<file path="config.mk">
export PLATFORM = sky130hd
export DESIGN_NAME = pfsa_qmul
export DESIGN_NICKNAME = d
export VERILOG_FILES = /design/src/sv/pfsa_pkg.sv /design/src/sv/pfsa_qmul.sv
export SDC_FILE = /design/constraint.sdc
export NUM_CORES = 2
export LEC_CHECK = 0
export BUFFER_PORTS_ARGS = -buffer_cell sky130_fd_sc_hd__buf_2
export CORE_AREA = 8 8 301 303
export CTS_CLUSTER_SIZE = 24
export DETAILED_ROUTE_END_ITERATION = 7
export DIE_AREA = 0 0 309 311
export GPL_TIMING_DRIVEN = 0
export PLACE_DENSITY = 0.83
export SLEW_MARGIN = 5
export SYNTH_ARGS = -nofsm -noshare
export SYNTH_HDL_FRONTEND = slang
export SYNTH_SLANG_ARGS = --single-unit
</file>
<file path="constraint.sdc">
create_clock -name i_clk -period 14.6 [get_ports i_clk]
set_input_delay 0.73 -clock i_clk [delete_from_list [all_inputs] [get_ports i_clk]]
set_output_delay 0.73 -clock i_clk [all_outputs]
set_load 0.05 [all_outputs]
</file>
<file path="src/sv/pfsa_pkg.sv">
// ----------------------------------------------------------------------------
// pfsa_pkg: shared types and constants of the pair force stress accumulator
// Sequencer states, register indexes, fixed-point limits and reset values.
// ----------------------------------------------------------------------------
`default_nettype none

package pfsa_pkg;

    // Default sizes
    localparam int POS_WIDTH_DEF = 32;
    localparam int ACC_WIDTH_DEF = 48;

    // Fixed-point limits
    localparam int REG_WIDTH = 31;
    localparam int Q_WIDTH   = 48;
    localparam int OP_WIDTH  = 64;
    localparam logic signed [Q_WIDTH-1:0] ONE_Q   = 48'sd65536;
    localparam logic signed [Q_WIDTH-1:0] MID_MAX = 48'sh7FFF_FFFF_FFFF;
    localparam logic [32:0]               OFS_MAX = 33'h0_FFFF_FFFF;

    // Configuration register indexes
    localparam int CFG_IDX_W = 3;
    typedef enum logic [CFG_IDX_W-1:0] {
        CFG_CUTOFF_SQ = 3'd0,
        CFG_CONTACT_R = 3'd1,
        CFG_INV_SIGMA = 3'd2,
        CFG_EPS_COEF  = 3'd3,
        CFG_PAIR_COEF = 3'd4,
        CFG_INV_MASS  = 3'd5
    } t_cfg_idx;

    // Register reset values
    localparam logic [REG_WIDTH-1:0] RST_CUTOFF_SQ = 31'd131072;
    localparam logic [REG_WIDTH-1:0] RST_CONTACT_R = 31'd393216;
    localparam logic [REG_WIDTH-1:0] RST_INV_SIGMA = 31'd81920;
    localparam logic [REG_WIDTH-1:0] RST_EPS_COEF  = 31'd65536000;
    localparam logic [REG_WIDTH-1:0] RST_PAIR_COEF = 31'd524288;
    localparam logic [REG_WIDTH-1:0] RST_INV_MASS  = 31'd65536;

    // Sequencer states
    typedef enum logic [4:0] {
        S_IDLE, S_SQX, S_SQY, S_SEL,
        S_T2, S_T3, S_SS,
        S_SQRT, S_U, S_UU, S_W2, S_W3, S_EU, S_F, S_DIV,
        S_FX, S_FY, S_AX, S_AY, S_SXX, S_SXY, S_SYX, S_SYY,
        S_EMIT
    } t_state;

endpackage

`default_nettype wire

</file>
<file path="src/sv/pfsa_qmul.sv">
// ----------------------------------------------------------------------------
// pfsa_qmul: shared Q16.16 multiplier
// Sign-magnitude 64x64 product from one 32x32 multiplier, summing four partial products;
// scaled result saturates to the 48-bit internal range, raw low word kept.
// ----------------------------------------------------------------------------
`default_nettype none

module pfsa_qmul (
    input  wire logic                                  i_clk,
    input  wire logic                                  i_rst_n,
    input  wire logic                                  i_start,
    input  wire logic signed [pfsa_pkg::OP_WIDTH-1:0]  i_a,
    input  wire logic signed [pfsa_pkg::OP_WIDTH-1:0]  i_b,
    output logic                                       o_done,
    output logic signed [pfsa_pkg::Q_WIDTH-1:0]        o_prod,
    output logic        [pfsa_pkg::OP_WIDTH-1:0]       o_raw
);
    localparam int W = pfsa_pkg::OP_WIDTH;

    logic [W-1:0]   r_ua, r_ub;
    logic           r_neg, r_busy, r_done;
    logic [1:0]     r_step;
    logic [2*W-1:0] r_acc;

    logic [31:0]    n_opa, n_opb;
    logic [63:0]    n_part;
    logic [2*W-1:0] n_shift;
    logic [2*W-17:0] n_q;
    logic [pfsa_pkg::Q_WIDTH-1:0] n_mag;

    // Partial product select: low/high halves by step
    always_comb begin
        n_opa  = r_step[1] ? r_ua[W-1:32] : r_ua[31:0];
        n_opb  = (r_step == 2'd1 || r_step == 2'd3) ? r_ub[W-1:32] : r_ub[31:0];
        n_part = n_opa * n_opb;
        case (r_step)
            2'd0:    n_shift = {64'd0, n_part};
            2'd3:    n_shift = {n_part, 64'd0};
            default: n_shift = {32'd0, n_part, 32'd0};
        endcase
    end

    // Control and accumulation
    always_ff @(posedge i_clk) begin
        if (!i_rst_n) begin
            r_busy <= 1'b0;
            r_done <= 1'b0;
            r_step <= 2'd0;
        end else begin
            r_done <= 1'b0;
            if (i_start) begin
                r_busy <= 1'b1;
                r_step <= 2'd0;
            end else if (r_busy) begin
                r_step <= r_step + 2'd1;
                if (r_step == 2'd3) begin
                    r_busy <= 1'b0;
                    r_done <= 1'b1;
                end
            end
        end
    end

    always_ff @(posedge i_clk) begin
        if (i_start) begin
            r_ua  <= i_a[W-1] ? W'(-i_a) : W'(i_a);
            r_ub  <= i_b[W-1] ? W'(-i_b) : W'(i_b);
            r_neg <= i_a[W-1] ^ i_b[W-1];
            r_acc <= '0;
        end else if (r_busy) begin
            r_acc <= r_acc + n_shift;
        end
    end

    // Scale, saturate, apply sign
    always_comb begin
        n_q   = r_acc[2*W-1:16];
        n_mag = (n_q > (2*W-16)'(pfsa_pkg::MID_MAX)) ? pfsa_pkg::MID_MAX
                                                      : n_q[pfsa_pkg::Q_WIDTH-1:0];
        o_prod = r_neg ? -$signed(n_mag) : $signed(n_mag);
        o_raw  = r_acc[W-1:0];
        o_done = r_done;
    end

    // Checks
    a_done_after_busy: assert property (@(posedge i_clk) disable iff (!i_rst_n)
        o_done |-> $past(r_busy) && $past(r_step) == 2'd3)
        else $error("product done without full pass");
    a_no_start_busy: assert property (@(posedge i_clk) disable iff (!i_rst_n)
        r_busy && r_step != 2'd0 |-> !i_start)
        else $error("multiplier restarted mid product");
    a_mag_range: assert property (@(posedge i_clk) disable iff (!i_rst_n)
        o_done |-> o_prod != -pfsa_pkg::MID_MAX - 48'sd1)
        else $error("product outside saturated range");

endmodule

`default_nettype wire

</file>
# [After elaboration in Yosys (flattened, before gate mapping)]
# Index checks and enable logic that the tools add are counted.
[word_totals] register_bits=261 elab_cells=36 output_inout_bits=113 in_bits=131
[op_classes] n_eq_ne=2 add_sub_neg=5 muxes=11 n_lt_le_gt_ge=1 multipliers=1 n_reduce_logical=4 bitwise_logic=3
[ops] operator="$pmux W128 S2" count=1
[ops] operator="$add A128 B128 Y128" count=1
[ops] operator="$neg A64 Y64" count=2
[ops] operator="$mux W63" count=2
[ops] operator="$gt A112 B47 Y1 const B" count=1
[ops] operator="$mux W48" count=2
[ops] operator="$mul A32 B32 Y64" count=1
[ops] operator="$mux W32" count=2
[ops] operator="$neg A48 Y48" count=1
[ops] operator="$mux W1" count=4
[ops] operator="$reduce_or A3 Y1" count=1
[ops] operator="$add A2 B1 Y2 const B" count=1
[ops] operator="$eq A2 B1 Y1 const B" count=1
[ops] operator="$eq A2 B2 Y1 const B" count=1
[ops] operator="$logic_not A2 Y1" count=1
[ops] operator="$not A1 Y1" count=2
[ops] operator="$reduce_or A2 Y1" count=1
[ops] operator="$logic_or A1 B1 Y1" count=1
[ops] operator="$xor A1 B1 Y1" count=1

# [Longest topological paths before layout]
[depth] word_depth=6 ltp_mapped=54

# [Worst setup path before layout]
# OpenSTA, ideal clock, no wires.
[synth_timing] kind="flip-flop to flip-flop" startpoint="register r_step[1]" endpoint="register r_acc[122]" path_slack_ps=1457 required_ps=14540 synth_period_minus_slack_ps=13143 stages_incl_launch_ff=51 setup_ps=60 arrival_time_ps=13083 n_path_buf=6 cell_sequence="dfxtp_1 > clkbuf_1 > clkbuf_1 > clkbuf_1 > buf_1 > inv_1 > ha_1 > nor2_1 > clkbuf_1 > mux2i_1 > clkbuf_1 > nor2_1 > fa_1 > fa_1 > fa_1 > inv_1 > fa_1 > inv_1 > [... 15 more ...] > a221o_1 > a221o_1 > a41o_1 > xor2_1 > a22o_1 > ha_1 > a21oi_1 > o21ai_0 > a21oi_1 > a31oi_1 > o21ai_0 > nand2b_1 > a211oi_2 > a21oi_1 > a311oi_1 > a21oi_1 > a2111oi_0 > a221o_1"
[synth_between] elab_chain_len=6 elab_cells_between_ends=9 classes_between="1 x add/sub; 1 x mul; 2 x eq/ne; 3 x mux; 2 x reduce/logical"
[synth_rtl] item="start: declaration" line="pfsa_qmul.sv:22" text="logic [1:0] r_step;"
[synth_rtl] item="start signal: assignment" line="pfsa_qmul.sv:55" text="r_step <= r_step + 2'd1;"
[synth_rtl] item="$eq A2 B1 Y1 or $eq A2 B2 Y1 (tied branches)" line="pfsa_qmul.sv:34, pfsa_qmul.sv:36"
[synth_rtl] item="$logic_or A1 B1 Y1" line="pfsa_qmul.sv:34" text="n_opb = (r_step == 2'd1 || r_step == 2'd3) ? r_ub[W-1:32] : r_ub[31:0];"
[synth_rtl] item="$mux W32" line="pfsa_qmul.sv:34"
[synth_rtl] item="$mul A32 B32 Y64" line="pfsa_qmul.sv:35" text="n_part = n_opa * n_opb;"
[synth_rtl] item="$pmux W128 S2 (*)" line="pfsa_qmul.sv:36" text="case (r_step)"
[synth_rtl] item="$add A128 B128 Y128 (*)" line="pfsa_qmul.sv:71" text="r_acc <= r_acc + n_shift;"
[synth_rtl] item="end signal: assignment" line="pfsa_qmul.sv:71"
[synth_rtl] item="end: declaration" line="pfsa_qmul.sv:23" text="logic [2*W-1:0] r_acc;"
# Every way passes the cells marked *; elsewhere a longest branch is shown, timed or not.
# A chain may end at the register's enable or synchronous reset.

# [Worst setup path in the final report]
[layout_timing] startpoint="register r_step[1]" endpoint="register r_acc[105]"
# Same word-level chain as after synthesis.

==> reports/results.tsv <==
metric	value	unit
synth_mux_area_share	3.69	%
grt_use_total	45.3	%
final_max_slew_viol_count	0	
timing.fmax	68.6	MHz
wire_per_inst	27.8	um
grt_setup_unrepaired	false	
grt_pass1_vias	51747	
hold_buffers	0	
ctsRootBufferMaster	clkbuf_16	
route.detailed.drc	4	
syn_avg_cell_area	8.46	um^2
yosys_register_bits	261	
cp_data_arrival_time	15.11	ns
startpoint_type	flop	
violations	DRC	
syn-instance-count	6543	
reg2reg_to	r_acc[105]$_SDFFE_PP0P_	
hold_viol_final	0	
numCtsBuffers	31	
timing.setup.critical_path_class	reg2reg	
synth_top_family_by_area	adder cells	
critPathBufInv	9	
dieArea	96100	um^2
die_h	311	um
critPathLaunch	r_step[1]$_SDFFE_PP0P_	
drive_gt1_share	9.51	%
ys_types	85	
fin_crit_sh	99.8	%
synth_top_area_share	32.4	%
cts_tree	done	
vias	52731	
finalWirelength	223000	um
nets	8285	
synth_fp_nets	7974	
die_w	309	um
synthAdderAreaFrac	41.5	%
grt_max_degree	68	
max-slew-margin-rel	4.62	%
cts.sinks	261	
cpMaxStageDelayCell	clkbuf_1	
min_delay_path_depth	1	
period_minus_slack	14.58	ns
hold_start	i_b[0]	
max_cap_violations	0	
drtPass1Iterations	8	
fin_tns_setup	0	ns
synthXorXnorAreaFrac	5.05	%
drtAntennaViolNets	0	
skew	0.0437	ns
routabilityCongestion	1.09	
cp_max_fo	11	
clk_latency	0.64	ns
synth-simple-area-share	16.3	%
worstPathRequired	15.14	ns
yosysMostFrequentCell	inv_1	
first_iter_violations	7256	
cp_slowest_stage_delay	1.02	ns
fill_cells	6846	
path_delay_family	compound AO/OA/AOI/OAI gates	
syn_to_final_growth	9.12	%
cp_common_cell	fa_1	
grt_pass1_wl	325000	um
synth_compound_area_share	11.9	%
overflow	0	
io_buffers	241	
yosysTopAreaCell	fa_1	
finalCoreUtilization	70.3	%
setup_viol	0	
cts_buffer_depth	3	
synth-edff-count	129	
start_util	64.4	%
worstSetupEndpointType	flop	
holdPathEnd	r_ub[0]$_DFFE_PP_	
r2r_slack	0.02	ns
antenna_found_initial	22	
yosys_warnings	0	
core_area	85900	um^2
synthArstFlopShare	0	%
synth_common_cells	inv_1, fa_1, nor2_1	
htreeDepth	1	
dp_hpwl	182000	um
hp-class	in2reg	
status	finished, violations left	
cts.reportedPaths.clkPinSlew	0.06	ns
ios	244	
syn-cell-area	55400	um^2
r2r_cells	44	
worst_pin_slew	1.43	ns
rows	108	
synthFlopType	dfxtp_1	
synth_area_leaders	fa_1, ha_1, edfxtp_1	
r2r_start	r_step[1]$_SDFFE_PP0P_	
ys_seq_area_share	11.8	%
vias_per_cell	6.56	
[worst register-to-register path: cells and delay by family (launching register included)]
family / cells / cell delay [ns]
AO/OA/AOI/OAI: 19 / 5.20
buffers and inverters: 9 / 2.57
adder cells (fa/ha/maj): 10 / 4.60
AND/OR/NAND/NOR: 3 / 0.75
multiplexers: 1 / 0.66
flip-flops: 1 / 0.43
XOR/XNOR: 2 / 0.33
[how the worst max path moves through the flow]
stage	end	slack (ns)	cells past startpoint
after floorplan	r_acc[122]$_SDFFE_PP0P_	1.46	50
after global placement	r_acc[122]$_SDFFE_PP0P_	-4.07	50
after detailed placement	r_acc[122]$_SDFFE_PP0P_	-4.14	50
after CTS	r_acc[122]$_SDFFE_PP0P_	-0.05	51
after global routing	r_acc[99]$_SDFFE_PP0P_	0.005	47
final	r_acc[105]$_SDFFE_PP0P_	0.02	44
[state kept, by name, summed over array words and instances, names as in the netlist]
name    count
o_done      1
r_acc     128
r_busy      1
r_neg       1
r_step      2
r_ua       64
r_ub       64
[timing repair]
item                                    in CTS  in global routing
buffers inserted                            26                 12
endpoints found under the setup margin     111                 63
gates resized for setup                    155                 51
pin swaps                                    3                  4
hold endpoints to repair                     0                  0
[cell families (layout without fill, tap and decap cells)]
group | Yosys count | in the layout
and+or+nand+nor | 2073 | 2073
AOI/OAI and AO/OA | 1027 | 1027
xor gates and xnor gates | 319 | 319
muxes | 196 | 196
DFF | 261 | 261
buffers and inverters | 1367 | 1700
adders and majority gates | 1300 | 1300
other | 0 | 13
[metal layers]
metal,global-route usage [%],share of wire (%)
met3,17.3,15
met1,57.9,35
met5,0,0.057
met2,65.7,42
met4,25.4,7.4
[metrics by stage]
stage | setup WS [ns] | instances | cell area [um^2] | hold WS [ns]
final | 0.0230 | 8044 | 60400 | 0.341
after CTS | -0.0479 | 8021 | 60100 | 0.336
after detailed placement | -4.14 | 7946 | 58200 | 0.477
after global routing | 0.00497 | 8032 | 60400 | 0.343
after floorplan | 1.46 | 6543 | 55400 | 0.443
after global placement | -4.07 | 7939 | 58000 | 0.466
[layout make-up]
type | instances | area (um^2) | share of cell area, %
diodes | 13 | 32.5 | 0.0539
plain buffers | 371 | 1810 | 3.00
clock buffers | 34 | 787 | 1.30
clock inverters | 21 | 251 | 0.416
inverters | 988 | 3710 | 6.14
multi-input cells | 4915 | 44100 | 73.0
flip-flops and latches | 261 | 6520 | 10.8
well taps | 1155 | 1450 | 2.39
repair buffers | 286 | 1730 | 2.86
[cells in the final DEF, fill, tap and decap left out, types with 20 or more instances in the layout]
| cell | n |
|---|---|
| inv_1 | 986 |
| fa_1 | 897 |
| nor2_1 | 850 |
| nand2_1 | 739 |
| ha_1 | 403 |
| o21ai_0 | 256 |
| a21oi_1 | 252 |
| buf_2 | 250 |
| clkbuf_1 | 227 |
| xnor2_1 | 225 |
| dfxtp_1 | 131 |
| edfxtp_1 | 129 |
| a21o_1 | 110 |
| mux2i_1 | 97 |
| buf_4 | 93 |
| nand4_1 | 80 |
| xor2_1 | 77 |
| and2_1 | 68 |
| o31ai_1 | 62 |
| mux2_2 | 59 |
| nor3_1 | 58 |
| a22o_1 | 57 |
| o21bai_1 | 56 |
| nand3_1 | 46 |
| or3_1 | 46 |
| nor4_1 | 40 |
| clkbuf_2 | 35 |
| o21a_1 | 33 |
| nand2b_1 | 33 |
| clkbuf_16 | 31 |
| and3_1 | 30 |
| a31oi_1 | 26 |
| o311ai_0 | 25 |
| nor2b_1 | 22 |
| a211oi_1 | 21 |
| mux2i_4 | 20 |
Power is left out: the tool's default activity adds up to more than one toggle a clock period on the data nets, which glitch-free logic cannot reach.
